==> src/design/pes2ts_pkg.sv <==
// Shared constants and types for the PES to TS packetizer.
package pes2ts_pkg;

    localparam int MAX_RES = 13;
    localparam int CNT_W   = $clog2(MAX_RES + 1);

    localparam logic        REG_VIDEO_PID = 1'b0;
    localparam logic        REG_AUDIO_PID = 1'b1;

    localparam logic [7:0]  START_LAST = 8'h01;
    localparam logic [7:0]  SYNC_BYTE  = 8'h47;
    localparam logic [7:0]  PUSI_FLAG  = 8'h40;
    localparam logic [7:0]  AFC_PAY    = 8'h10;
    localparam logic [7:0]  AFC_BOTH   = 8'h30;
    localparam logic [7:0]  AF_BASE    = 8'd183;
    localparam logic [7:0]  STUFF_BYTE = 8'hFF;
    localparam logic [7:0]  SID_PRIV1  = 8'hBD;
    localparam logic [7:0]  SID_AUD_LO = 8'hC0;
    localparam logic [7:0]  SID_AUD_HI = 8'hDF;
    localparam logic [7:0]  SID_VID_LO = 8'hE0;
    localparam logic [7:0]  SID_VID_HI = 8'hEF;
    localparam logic [7:0]  CHUNK_LEN  = 8'd184;
    localparam logic [16:0] PES_HDR    = 17'd6;

    typedef struct packed {
        logic [7:0] data;
        logic [7:0] rep;
        logic       start;
        logic       last;
    } res_t;

    typedef struct packed {
        res_t [MAX_RES-1:0] slot;
        logic [CNT_W-1:0]   count;
    } burst_t;

endpackage

==> src/design/pes_to_ts_packetizer_unit.sv <==
// Top level of the PES to MPEG-2 transport stream packetizer.
//
//  channel | direction | handshake            | payload
//  --------+-----------+----------------------+-----------------------------------------
//  in      | sink      | in_valid / in_stall  | in_byte
//  out     | source    | out_valid / out_stall| out_byte, repeat_count, ts_start, last
//  cfg     | sink      | cfg_valid / cfg_ready| cfg_index, cfg_data
//
// An accepted byte waits in the input register until the result buffer is free, then
// the core turns it into 0 to 13 results in one pass and loads them into the buffer.
// While out_stall is low, results leave one per cycle, and a byte with one result or
// none sustains one item per cycle; N results hold the buffer until all of them leave.
// First result is on the outputs once the buffer has loaded the byte's results.
// in_stall rises only while the input register holds a byte the buffer cannot take yet.
// Reset: hunting for a start code, PIDs 0, both continuity counters 0, buffer empty.
module pes_to_ts_packetizer_unit (
    input  logic        clk,
    input  logic        rst_n,
    input  logic        in_valid,
    output logic        in_stall,
    input  logic [7:0]  in_byte,
    output logic        out_valid,
    input  logic        out_stall,
    output logic [7:0]  out_byte,
    output logic [7:0]  repeat_count,
    output logic        ts_start,
    output logic        last,
    input  logic        cfg_valid,
    output logic        cfg_ready,
    input  logic        cfg_index,
    input  logic [12:0] cfg_data
);

    logic               in_vld_reg;
    logic [7:0]         in_byte_reg;
    logic [12:0]        video_pid_reg;
    logic [12:0]        audio_pid_reg;
    logic               free;
    logic               go;
    logic               in_take;
    pes2ts_pkg::burst_t burst;
    pes2ts_pkg::res_t   head;

    // config registers must be written only while idle; the block does not enforce this
    assign cfg_ready = 1'b1;

    always_ff @(posedge clk or negedge rst_n)
    begin
        if (!rst_n)
        begin
            video_pid_reg <= '0;
            audio_pid_reg <= '0;
        end
        else if (cfg_valid && cfg_ready)
        begin
            case (cfg_index)
                pes2ts_pkg::REG_VIDEO_PID: video_pid_reg <= cfg_data;
                pes2ts_pkg::REG_AUDIO_PID: audio_pid_reg <= cfg_data;
                default:                   video_pid_reg <= video_pid_reg;
            endcase
        end
    end

    // input register: refilled in the same cycle its byte moves on
    assign go       = in_vld_reg && free;
    assign in_stall = in_vld_reg && !free;
    assign in_take  = in_valid && !in_stall;

    always_ff @(posedge clk or negedge rst_n)
    begin
        if (!rst_n)
        begin
            in_vld_reg <= 1'b0;
        end
        else if (in_take)
        begin
            in_vld_reg <= 1'b1;
        end
        else if (go)
        begin
            in_vld_reg <= 1'b0;
        end
    end

    always_ff @(posedge clk)
    begin
        if (in_take)
        begin
            in_byte_reg <= in_byte;
        end
    end

    pes2ts_core u_core (
        .clk       (clk),
        .rst_n     (rst_n),
        .go        (go),
        .data      (in_byte_reg),
        .video_pid (video_pid_reg),
        .audio_pid (audio_pid_reg),
        .burst     (burst)
    );

    pes2ts_outq u_outq (
        .clk       (clk),
        .rst_n     (rst_n),
        .load      (go),
        .burst     (burst),
        .out_stall (out_stall),
        .out_valid (out_valid),
        .head      (head),
        .free      (free)
    );

    assign out_byte     = head.data;
    assign repeat_count = head.rep;
    assign ts_start     = head.start;
    assign last         = head.last;

endmodule

==> src/design/pes2ts_core.sv <==
// Packetizer state and per-item result generation.
module pes2ts_core (
    input  logic                clk,
    input  logic                rst_n,
    input  logic                go,
    input  logic [7:0]          data,
    input  logic [12:0]         video_pid,
    input  logic [12:0]         audio_pid,
    output pes2ts_pkg::burst_t  burst
);

    typedef enum logic [1:0] {PH_HUNT, PH_HEAD, PH_DATA, PH_DROP} phase_t;

    phase_t      phase_reg, phase_next;
    logic [15:0] window_reg, window_next;
    logic [1:0]  hidx_reg, hidx_next;
    logic [7:0]  sid_reg, sid_next;
    logic [7:0]  lenh_reg, lenh_next;
    logic [16:0] br_reg, br_next;
    logic [7:0]  cpos_reg, cpos_next;
    logic        video_reg, video_next;
    logic        first_reg, first_next;
    logic [3:0]  acnt_reg, acnt_next;
    logic [3:0]  vcnt_reg, vcnt_next;

    logic [16:0] len17;
    logic [16:0] total;
    logic        is_aud, is_vid;
    logic        hdr_en, hv, hfirst, short_h;
    logic [16:0] hbr;
    logic [3:0]  cc;
    logic [12:0] pid;
    logic [7:0]  af;
    logic [pes2ts_pkg::CNT_W-1:0] hn, pn, pidx;
    pes2ts_pkg::res_t hdr [pes2ts_pkg::MAX_RES];
    logic [7:0]  pay [8];

    assign len17  = {1'b0, lenh_reg, data};
    assign total  = len17 + pes2ts_pkg::PES_HDR;
    assign is_aud = (sid_reg inside {[pes2ts_pkg::SID_AUD_LO:pes2ts_pkg::SID_AUD_HI]})
                    || (sid_reg == pes2ts_pkg::SID_PRIV1);
    assign is_vid = sid_reg inside {[pes2ts_pkg::SID_VID_LO:pes2ts_pkg::SID_VID_HI]};

    always_comb
    begin
        phase_next  = phase_reg;
        window_next = window_reg;
        hidx_next   = hidx_reg;
        sid_next    = sid_reg;
        lenh_next   = lenh_reg;
        br_next     = br_reg;
        cpos_next   = cpos_reg;
        video_next  = video_reg;
        first_next  = first_reg;
        hdr_en      = 1'b0;
        hv          = video_reg;
        hfirst      = first_reg;
        hbr         = br_reg;
        pn          = '0;
        for (int i = 0; i < 8; i++)
        begin
            pay[i] = '0;
        end

        case (phase_reg)
            PH_HUNT:
            begin
                if (window_reg == 16'h0000 && data == pes2ts_pkg::START_LAST)
                begin
                    phase_next  = PH_HEAD;
                    hidx_next   = 2'd0;
                    window_next = 16'hFFFF;
                end
                else
                begin
                    window_next = {window_reg[7:0], data};
                end
            end
            PH_HEAD:
            begin
                case (hidx_reg)
                    2'd0:
                    begin
                        sid_next  = data;
                        hidx_next = 2'd1;
                    end
                    2'd1:
                    begin
                        lenh_next = data;
                        hidx_next = 2'd2;
                    end
                    default:
                    begin
                        hidx_next = 2'd0;
                        br_next   = len17;
                        if (!is_aud && !is_vid)
                        begin
                            // unknown id: swallow the payload silently
                            phase_next = (len17 == '0) ? PH_HUNT : PH_DROP;
                        end
                        else
                        begin
                            video_next = is_vid;
                            hdr_en     = 1'b1;
                            hv         = is_vid;
                            hfirst     = 1'b1;
                            hbr        = total;
                            first_next = 1'b0;
                            cpos_next  = 8'd6;
                            pn         = pes2ts_pkg::CNT_W'(6);
                            pay[0]     = 8'h00;
                            pay[1]     = 8'h00;
                            pay[2]     = pes2ts_pkg::START_LAST;
                            pay[3]     = sid_reg;
                            pay[4]     = lenh_reg;
                            pay[5]     = data;
                            phase_next = (len17 == '0) ? PH_HUNT : PH_DATA;
                        end
                        if (len17 == '0)
                        begin
                            window_next = 16'hFFFF;
                        end
                    end
                endcase
            end
            PH_DATA:
            begin
                if (cpos_reg >= pes2ts_pkg::CHUNK_LEN)
                begin
                    hdr_en     = 1'b1;
                    first_next = 1'b0;
                    cpos_next  = 8'd1;
                end
                else
                begin
                    cpos_next = cpos_reg + 8'd1;
                end
                pn      = pes2ts_pkg::CNT_W'(1);
                pay[0]  = data;
                br_next = br_reg - 17'd1;
                if (br_reg == 17'd1)
                begin
                    phase_next  = PH_HUNT;
                    window_next = 16'hFFFF;
                    hidx_next   = 2'd0;
                end
            end
            default:
            begin
                br_next = br_reg - 17'd1;
                if (br_reg == 17'd1)
                begin
                    phase_next  = PH_HUNT;
                    window_next = 16'hFFFF;
                    hidx_next   = 2'd0;
                end
            end
        endcase
    end

    // TS header and adaptation field for the chunk being opened
    always_comb
    begin
        cc      = hv ? vcnt_reg : acnt_reg;
        pid     = hv ? video_pid : audio_pid;
        short_h = hbr < {9'd0, pes2ts_pkg::CHUNK_LEN};
        af      = pes2ts_pkg::AF_BASE - hbr[7:0];

        acnt_next = acnt_reg;
        vcnt_next = vcnt_reg;
        if (hdr_en)
        begin
            if (hv)
            begin
                vcnt_next = vcnt_reg + 4'd1;
            end
            else
            begin
                acnt_next = acnt_reg + 4'd1;
            end
        end

        for (int i = 0; i < pes2ts_pkg::MAX_RES; i++)
        begin
            hdr[i] = '{data: 8'h00, rep: 8'd1, start: 1'b0, last: 1'b0};
        end
        hdr[0].data  = pes2ts_pkg::SYNC_BYTE;
        hdr[0].start = 1'b1;
        hdr[1].data  = (hfirst ? pes2ts_pkg::PUSI_FLAG : 8'h00) | {3'b000, pid[12:8]};
        hdr[2].data  = pid[7:0];
        hdr[3].data  = (short_h ? pes2ts_pkg::AFC_BOTH : pes2ts_pkg::AFC_PAY) | {4'h0, cc};
        hdr[4].data  = af;
        hdr[5].data  = 8'h00;
        hdr[6].data  = pes2ts_pkg::STUFF_BYTE;
        hdr[6].rep   = af - 8'd1;

        if (!hdr_en)
        begin
            hn = '0;
        end
        else if (!short_h)
        begin
            hn = pes2ts_pkg::CNT_W'(4);
        end
        else if (af == 8'd0)
        begin
            hn = pes2ts_pkg::CNT_W'(5);
        end
        else if (af == 8'd1)
        begin
            hn = pes2ts_pkg::CNT_W'(6);
        end
        else
        begin
            hn = pes2ts_pkg::CNT_W'(7);
        end
    end

    // header entries first, then payload bytes
    always_comb
    begin
        pidx        = '0;
        burst.count = hn + pn;
        for (int k = 0; k < pes2ts_pkg::MAX_RES; k++)
        begin
            pidx = pes2ts_pkg::CNT_W'(k) - hn;
            if (pes2ts_pkg::CNT_W'(k) < hn)
            begin
                burst.slot[k] = hdr[k];
            end
            else
            begin
                burst.slot[k] = '{data: pay[pidx[2:0]], rep: 8'd1, start: 1'b0,
                                  last: 1'b0};
            end
            burst.slot[k].last = (pes2ts_pkg::CNT_W'(k) == burst.count - 1'b1);
        end
    end

    always_ff @(posedge clk or negedge rst_n)
    begin
        if (!rst_n)
        begin
            phase_reg  <= PH_HUNT;
            window_reg <= 16'hFFFF;
            hidx_reg   <= 2'd0;
            sid_reg    <= 8'h00;
            lenh_reg   <= 8'h00;
            br_reg     <= '0;
            cpos_reg   <= 8'h00;
            video_reg  <= 1'b0;
            first_reg  <= 1'b1;
            acnt_reg   <= 4'h0;
            vcnt_reg   <= 4'h0;
        end
        else if (go)
        begin
            phase_reg  <= phase_next;
            window_reg <= window_next;
            hidx_reg   <= hidx_next;
            sid_reg    <= sid_next;
            lenh_reg   <= lenh_next;
            br_reg     <= br_next;
            cpos_reg   <= cpos_next;
            video_reg  <= video_next;
            first_reg  <= first_next;
            acnt_reg   <= acnt_next;
            vcnt_reg   <= vcnt_next;
        end
    end

endmodule

==> src/design/pes2ts_outq.sv <==
// Result buffer for one item's burst, one result out per cycle unless stalled.
module pes2ts_outq (
    input  logic               clk,
    input  logic               rst_n,
    input  logic               load,
    input  pes2ts_pkg::burst_t burst,
    input  logic               out_stall,
    output logic               out_valid,
    output pes2ts_pkg::res_t   head,
    output logic               free
);

    pes2ts_pkg::res_t [pes2ts_pkg::MAX_RES-1:0] slot_reg;
    logic [pes2ts_pkg::CNT_W-1:0]               cnt_reg;
    logic                                        take;

    assign out_valid = (cnt_reg != '0);
    assign take      = out_valid && !out_stall;
    assign free      = (cnt_reg == '0) || (cnt_reg == pes2ts_pkg::CNT_W'(1) && take);
    assign head      = slot_reg[0];

    always_ff @(posedge clk or negedge rst_n)
    begin
        if (!rst_n)
        begin
            cnt_reg <= '0;
        end
        else if (load && free)
        begin
            cnt_reg <= burst.count;
        end
        else if (take)
        begin
            cnt_reg <= cnt_reg - 1'b1;
        end
    end

    always_ff @(posedge clk)
    begin
        if (load && free)
        begin
            slot_reg <= burst.slot;
        end
        else if (take)
        begin
            for (int i = 0; i < pes2ts_pkg::MAX_RES - 1; i++)
            begin
                slot_reg[i] <= slot_reg[i+1];
            end
        end
    end

endmodule

==> config.mk <==
export PLATFORM = sky130hd
export DESIGN_NAME = pes_to_ts_packetizer_unit
export DESIGN_NICKNAME = d
export VERILOG_FILES = /design/src/design/pes2ts_pkg.sv /design/src/design/pes_to_ts_packetizer_unit.sv /design/src/design/pes2ts_core.sv /design/src/design/pes2ts_outq.sv
export SDC_FILE = /design/constraint.sdc
export NUM_CORES = 1
export LEC_CHECK = 0
export BUFFER_PORTS_ARGS = -buffer_cell sky130_fd_sc_hd__buf_2
export CORE_MARGIN = 2
export CORE_UTILIZATION = 41
export DETAILED_ROUTE_END_ITERATION = 8
export SLEW_MARGIN = 20
export SYNTH_ARGS = -nofsm -noshare
export SYNTH_HDL_FRONTEND = slang
export SYNTH_HIERARCHICAL = 1
export SYNTH_SLANG_ARGS = --single-unit
==> constraint.sdc <==
create_clock -name clk -period 49 [get_ports clk]
set_input_delay 4.9 -clock clk [delete_from_list [all_inputs] [get_ports clk]]
set_output_delay 4.9 -clock clk [all_outputs]
set_load 0.005 [all_outputs]
# Yosys cells after proc, flatten, opt, wreduce, memory -nomap -nowiden
# Index checks and enable logic that the tools add are counted.
[word_totals]
reg_bits = 344
out_inout_bits = 21
word_cells = 318
[op_classes]
n_addsub = 23
n_lt_le_gt_ge = 32
n_eq_ne = 25
n_mux = 110
bitwise = 18
reduce_logical = 42
[ops]
columns = ["cell", "count"]
rows = [
  ["two-way mux 216 bit", 2],
  ["binary-select mux 8 bit (select 3 bit)", 13],
  ["two-way mux 8 bit", 29],
  ["two-way mux 18 bit", 12],
  ["two-way mux 17 bit", 4],
  ["two-way mux 16 bit", 4],
  ["greater-or-equal comparator 4 bit, second input constant", 13],
  ["NOT 3 -> 4 bit", 13],
  ["two-way mux 48 bit", 1],
  ["two-way mux 40 bit", 1],
  ["one-hot mux 17 bit (2 select lines)", 1],
  ["one-hot mux 16 bit (2 select lines)", 1],
  ["one-hot mux 8 bit (2 select lines)", 2],
  ["two-way mux 4 bit", 7],
  ["two-way mux 25 bit", 1],
  ["greater-or-equal comparator 8 bit, second input constant", 3],
  ["equality test 4 bit, first input constant", 5],
  ["less-than comparator 4 bit, first input constant", 5],
  ["AND reduction 3 bit", 6],
  ["adder 16 x 3 -> 17 bit, second input constant", 1],
  ["equality test 17 x 1 -> 1 bit, second input constant", 1],
  ["logical NOT 17 bit", 1],
  ["less-than comparator 17 x 8 -> 1 bit, second input constant", 1],
  ["subtractor 17 x 1 -> 17 bit, second input constant", 1],
  ["other kinds (49)", 122],
]

# Depth between registers and ports, before layout
# Gate-level depths: netlist of the first run.
[logic_depth]
ltp_word = 21
ltp_mapped = 29

# Modules after synthesis
# Netlist of the first run, hierarchy kept.
[modules_own_cells]
columns = ["mod", "instances", "cells_per_inst", "area_each_um2"]
rows = [
  ["pes2ts_outq", 1, 525, 10950.5],
  ["pes2ts_core", 1, 1017, 7559.8],
  ["pes_to_ts_packetizer_unit", 1, 72, 1331.3],
]

# Worst setup path after synthesis of the first run
# No wires, ideal clock.
[synth_timing]
path_type = "input to register"
start = "input port out_stall"
end = "register u_outq.slot_reg (netlist bit u_outq/head[0]) (enable)"
setup_ns = 1.091
arrival_time_ns = 19.952
setup_slack_ns = 27.957
cell_stages = 1
n_path_buf = 0
path_cell_list = "o21ai_0"
[synth_between]
elab_chain_len = 7
[synth_lines]
columns = ["item", "line", "text"]
rows = [
  ["start, declared", "pes_to_ts_packetizer_unit.sv:23", "input logic out_stall,"],
  ["logical NOT 1 bit *", "pes2ts_outq.sv:18", "assign take = out_valid && !out_stall;"],
  ["logical AND 1 bit *", "pes2ts_outq.sv:18", ""],
  ["logical AND 1 bit", "pes2ts_outq.sv:19", "assign free = (cnt_reg == '0) || (cnt_reg == pes2ts_pkg::CNT_W'(1) && take);"],
  ["logical OR 1 bit", "pes2ts_outq.sv:19", ""],
  ["logical AND 1 bit", "pes_to_ts_packetizer_unit.sv:65", "assign go = in_vld_reg && free;"],
  ["logical AND 1 bit", "pes2ts_outq.sv:40", "if (load && free)"],
  ["nonzero test 2 bit (no source line) *", "n/a", ""],
  ["end signal, assigned", "pes2ts_outq.sv:42", "slot_reg <= burst.slot;"],
  ["end signal, assigned by index", "pes2ts_outq.sv:48", "slot_reg[i] <= slot_reg[i+1];"],
  ["end, declared", "pes2ts_outq.sv:13", "pes2ts_pkg::res_t [pes2ts_pkg::MAX_RES-1:0] slot_reg;"],
]
# Mark *: on every way between the ends. The rest lies on a longest branch, timed or not.
# A chain may end at the register's enable or synchronous reset.

# Final worst setup path of the first run
[layout_timing]
start = "input port out_stall"
end = "output port in_stall"
[layout_between]
elab_chain_len = 6
[layout_lines]
columns = ["item", "line", "text"]
rows = [
  ["logical NOT 1 bit", "pes2ts_outq.sv:18", ""],
  ["logical AND 1 bit", "pes2ts_outq.sv:18", ""],
  ["logical AND 1 bit", "pes2ts_outq.sv:19", ""],
  ["logical OR 1 bit", "pes2ts_outq.sv:19", ""],
  ["named net free", "pes_to_ts_packetizer_unit.sv:38", "logic free;"],
  ["logical NOT 1 bit", "pes_to_ts_packetizer_unit.sv:66", "assign in_stall = in_vld_reg && !free;"],
  ["logical AND 1 bit", "pes_to_ts_packetizer_unit.sv:66", ""],
  ["end, declared", "pes_to_ts_packetizer_unit.sv:20", "output logic in_stall,"],
]
# The timed path passes the listed nets, and every way through them passes these cells.

==> qor.yml, run 1 <==
synth_cells: 1614
synth_top_area_frac: 0.366
yosys_most_used_dff: "edfxtp_1"
layout.cells.non_filler: 2245
start_util: 0.416
antenna_found_initial: 0
dp_hpwl_microns: 27700
hold_buffers: 0
nFillCells: 4369
hold_violations: 0
synth_edf_count: 242
min_path_type: "flop to flop"
fin_nets: 1651
clockRootBuffer: "clkbuf_16"
cts.repair.resized: 0
clockBufferDepth: 3
vias: 12100
postCtsSetupBuffers: 0
p_total_mw: 1.21
grt_pass1_wl_microns: 67000
grt_pass1_vias: 11900
power_density_nw_per_um2: 57.4
post-synth-top-count-cell: "edfxtp_1"
avgRoutedWirePerCell_microns: 19.0
regArea_sq_um: 9840
multi_input_area_sq_um: 8620
io_buffers: 46
synth.top_cells.by_count: "edfxtp_1 (242), mux2_4 (199), nand2_1 (134)"
insertion_delay_ps: 550
worst_setup_path_end_kind: "primary output"
switching_power_uw: 365
grt_max_degree: 137
fin_setup_tns_ps: 0
synth_area_leaders: "edfxtp_1 (37%), mux2_4 (15%), dfrtp_1 (11%)"
ys_ff_latch: 344
gr-total-overflow: 0
largest_reg_flops: 216
arrival_ps: 5960
worst_ep_required_time_ps: 44100
fp.dieW_microns: 224
num_rows: 80
cts.clk_slew.worst_paths_ps: 50
max_freq_mhz: 92.1
seqPwrFrac: 0.446
vias_per_cell: 5.37
timing.final.crit_share: 0.222
p_int_uw: 843
critPathKind: "input port to primary output"
grt_setup_unrepaired: "no"
place_congestion: 0.882
drtPass1Iterations: 6
avgSynthCellArea_sq_um: 12.3
antenna_cells: 0
worstSetupStartpointType: "input port"
wirelength_microns: 42600
final.min_clock_period_ps: 10860
cts_tree: "built"
grt_use_total: 0.169
drive_above_1_share: 0.266
yosys_warnings: 6
crit_fanout: 8
yosysTopAreaCell: "edfxtp_1"
swShare: 0.302
ir_drop_mv: 0.0250
clock-sinks: 344
fp.dieH_microns: 224
fin_skew_ps: 23.7
drt_iter0_drc: 1079
maxCapViolCount: 0
p_leak_nw: 8.74
ys_seq_area_frac: 0.496
top_level_ports: 48
power_frac_clock: 0.238
numCtsBuffers: 39
yosysUniqueCellTypes: 88
die_area_sq_um: 50200
coreArea_sq_um: 47700
htree_levels: 2
drc: 0
tightest_slew_ps: 1080
syn_to_final_growth_pct: 6.10
slew_violations: 0
netlist_area_sq_um: 19800
setup_viol_count_final: 0
ant_nets: 0
async_flop_share: 0.297
dp.cells: 2173
relSlewSlack: 0.282
status: "finished clean"
combinationalPowerShare: 0.316
## placed cells by master, fill, tap and decap left out, drive strengths merged, types with 10 or more instances in the layout
cell type  synthesis  routed
or3               10      10
and3              10      10
a31oi             16      16
and2              15      15
edfxtp           242     242
o22ai             11      11
o21ai             71      71
mux2i             22      22
nor4              12      12
conb               3     111
dfrtp             85      85
clkbuf            56      50
a22oi             14      14
clkinv             3      19
nand2            136     136
mux2             262     262
nor3              22      22
nand3             39      39
xnor2             17      17
nand4             18      18
a21oi             57      57
dfstp             17      17
a32oi             14      14
inv               34      35
nor2              89      89
buf              176      68
nand2b            19      19
ha                24      24
## worst paths after layout
path | end | startpoint | cells past startpoint | slack [ps]
worst max-delay path | in_stall | out_stall | 6 | 38140
worst min-delay path | u_core/acnt_reg[3]$_DFFE_PN0P_ | u_core/acnt_reg[3]$_DFFE_PN0P_ | 1 | 470
worst max register to register | u_outq/slot_reg[160]$_DFFE_PP_ | u_core/sid_reg[4]$_DFFE_PN0P_ | 25 | 41850
worst min register to register | u_core/acnt_reg[3]$_DFFE_PN0P_ | u_core/acnt_reg[3]$_DFFE_PN0P_ | 1 | 470
max in group asynchronous | video_pid_reg[5]$_DFFE_PN0P_ | rst_n | 2 | 43420
min in group asynchronous | u_outq/cnt_reg[3]$_DFFE_PN0P_ | rst_n | 1 | 4410
## cells by family after synthesis
kind of cell	after synthesis	synth area share
compound gates	254	0.0855
fa+ha+maj	25	0.0161
simple gates	410	0.101
mux	284	0.197
xor+xnor	25	0.0114
other cells	3	0.000567
buf+inv	269	0.0916
flops	344	0.496
## through the flow
step | area (sq um) | worst slack [ps] | hold WS [ps] | util
finish | 21100 | 38140 | 473 | 0.441
detailed placement | 19800 | 38100 | 469 | 0.414
floorplan | 20200 | 27960 | 445 | -
global route | 21100 | 37940 | 503 | 0.441
global placement | 19800 | 38080 | 465 | 0.414
CTS | 21000 | 38100 | 476 | 0.441
## routing by layer
metal	vias to the layer above	wire length, microns	track usage
met4	0	1390	0.0731
met2	406	19400	0.266
met5	-	0	0
li1	5653	-	-
met1	5920	19100	0.229
met3	77	2700	0.0323
## area by class of cell
type,count,area share
clock inverters,22,0.00993
inverters,37,0.00672
multi-input cells,1109,0.410
clock buffers,50,0.0503
well taps,615,0.0366
flip-flops and latches,344,0.467
repair buffers,68,0.0195
## power by group through the flow
| stage | clock (mW) | sequential [mW] | combinational (mW) |
|---|---|---|---|
| 2_1_floorplan | 0 | 0.555 | 0.337 |
| 3_3_place_gp | 0 | 0.538 | 0.373 |
| 3_5_place_dp | 0 | 0.543 | 0.383 |
| 4_1_cts | 0.296 | 0.538 | 0.384 |
| 5_1_grt | 0.308 | 0.551 | 0.416 |
| 6_report | 0.287 | 0.538 | 0.382 |
## worst max-delay path: stages
cell	delay, ps
buf_2	150
nand2b_1	210
a211oi_1	310
nand2b_1	210
inv_1	50
buf_2	120
Power figures use the tool's default switching activity.
==> inputs of run 2 (changes only) <==
==> constraint.sdc (replaced) <==
create_clock -name clk -period 11.4 [get_ports clk]
set_input_delay 1.14 -clock clk [delete_from_list [all_inputs] [get_ports clk]]
set_output_delay 1.14 -clock clk [all_outputs]
set_load 0.005 [all_outputs]
==> qor.yml, run 2 (same netlist as run 1, synthesis figures left out) <==
dp_hpwl_microns: 29300
coreArea_sq_um: 47700
top_level_ports: 48
status: "finished clean"
gr-total-overflow: 0
min_path_type: "flop to flop"
maxCapViolCount: 0
cts_tree: "built"
start_util: 0.416
nFillCells: 4320
grt_setup_unrepaired: "no"
fin_skew_ps: 16.9
holdPathStages: 1
wirelength_microns: 44600
postCtsSetupBuffers: 0
cts.repair.resized: 0
final_cell_mix: "edfxtp_1 (242), mux2_4 (199), nand2_1 (134)"
grt_max_degree: 83
critPathKind: "flop to flop"
syn_to_final_growth_pct: 6.03
setup_viol_count_final: 0
grt_pass1_wl_microns: 69100
antenna_found_initial: 1
p_leak_nw: 8.75
drt_iter0_drc: 1343
fp.dieH_microns: 224
crit_fanout: 44
path_cells: "inv_1 > ha_1 > nand4_1 > a21oi_1 > o32a_2 > inv_4 > ha_1 > nand2b_1 > mux2i_1 > o2111a_1 > o32ai_1 > o21ai_1 > nor2_1 > and2_1 > inv_1 > ha_1 > buf_4 > nor2b_1 > and2_1 > mux2_4 > a221o_1 > mux2_4 > mux2_4"
hold_buffers: 0
fp.dieW_microns: 224
ir_drop_mv: 0.112
path_buf_inv: 4
die_area_sq_um: 50200
hold_start: "u_core/vcnt_reg[3]$_DFFE_PN0P_"
critPathSlowestCell: "ha_1"
timing.final.crit_share: 0.619
clockRootBuffer: "clkbuf_16"
cts.clk_slew.worst_paths_ps: 60
antenna_cells: 0
r2r_cells: 23
post-route-util: 0.441
insertion_delay_ps: 560
critPathTopFamily: "compound AO/OA/AOI/OAI gates"
drtPass1Iterations: 8
tightest_slew_ps: 1050
timing.hold.ws_ps: 474
worst_ep_required_time_ps: 11700
relSlewSlack: 0.302
fin_setup_tns_ps: 0
power_density_nw_per_um2: 249
r2r_end: "u_outq/slot_reg[86]$_DFFE_PP_"
worstHoldEndpoint: "u_core/vcnt_reg[3]$_DFFE_PN0P_"
vias_per_cell: 5.38
clockBufferDepth: 3
place_congestion: 0.924
ant_nets: 0
worstSetupStartpointType: "flop"
num_rows: 80
htree_levels: 2
layout.cells.non_filler: 2247
hold_violations: 0
drc: 0
clock-sinks: 344
worst_setup_path_end_kind: "flop"
fin_nets: 1652
avgRoutedWirePerCell_microns: 19.8
final_common_cell: "edfxtp_1"
worst_path_largest_cell_delay_ps: 690
grt_use_total: 0.178
grt_pass1_vias: 11800
dp.cells: 2172
largest_reg_flops: 216
numCtsBuffers: 40
r2r_setup_slack_ps: 4340
vias: 12100
final.min_clock_period_ps: 7060
io_buffers: 46
drive_above_1_share: 0.265
arrival_ps: 7360
slew_violations: 0
r2r-start: "u_core/phase_reg[1]$_DFFE_PN0P_"
max_freq_mhz: 142
[run 2: worst max-delay path by stage]
stage,start,end,depth (start not counted)
final,u_core/phase_reg[1]$_DFFE_PN0P_,u_outq/slot_reg[86]$_DFFE_PP_,23
after global routing,u_core/phase_reg[1]$_DFFE_PN0P_,u_outq/slot_reg[86]$_DFFE_PP_,23
after CTS,u_core/phase_reg[1]$_DFFE_PN0P_,u_outq/slot_reg[86]$_DFFE_PP_,23
after detailed placement,u_core/phase_reg[1]$_DFFE_PN0P_,u_outq/slot_reg[86]$_DFFE_PP_,23
after global placement,u_core/phase_reg[1]$_DFFE_PN0P_,u_outq/slot_reg[85]$_DFFE_PP_,24
after floorplan,out_stall,u_outq/head[0]$_DFFE_PP_,1
[run 2: routing by layer]
layer | track usage | wire [microns]
met1 | 0.241 | 19700
met2 | 0.274 | 20100
met3 | 0.0390 | 3180
met4 | 0.0806 | 1670
met5 | 0 | 18
[run 2: report_power, final]
| group | switching (mW) | total, mW | internal (mW) |
|---|---|---|---|
| sequential | 0.273 | 2.33 | 2.06 |
| combinational | 0.827 | 1.67 | 0.840 |
| clock | 0.509 | 1.25 | 0.736 |
| total | 1.61 | 5.24 | 3.63 |
[run 2: worst register-to-register path, delay by kind of cell, from the launching register on]
family / cells / cell delay [ps]
buffers and inverters: 4 / 620
and+or+nand+nor: 6 / 1500
AOI/OAI and AO/OA: 6 / 2080
DFF: 1 / 390
muxes: 4 / 950
adders and majority gates: 3 / 1280
[run 2: per-stage QoR]
| stage | instance area, sq um | power [mW] | setup slack, ps |
|---|---|---|---|
| after floorplan | 20300 | 3.71 | 4130 |
| after detailed placement | 19800 | 4.02 | 4430 |
| after CTS | 21000 | 5.28 | 4430 |
| final | 21000 | 5.24 | 4340 |
| after global routing | 21000 | 5.53 | 3880 |
| after global placement | 19800 | 3.97 | 4290 |
[run 2: cell type report]
type | count | area (sq um) | share of cell area
sequential | 344 | 9840 | 0.468
tap | 615 | 769 | 0.0366
timing repair buffer | 68 | 402 | 0.0191
clock inverter | 21 | 181 | 0.00862
multi-input combinational | 1109 | 8620 | 0.410
inverter | 37 | 141 | 0.00672
clock buffer | 53 | 1080 | 0.0514
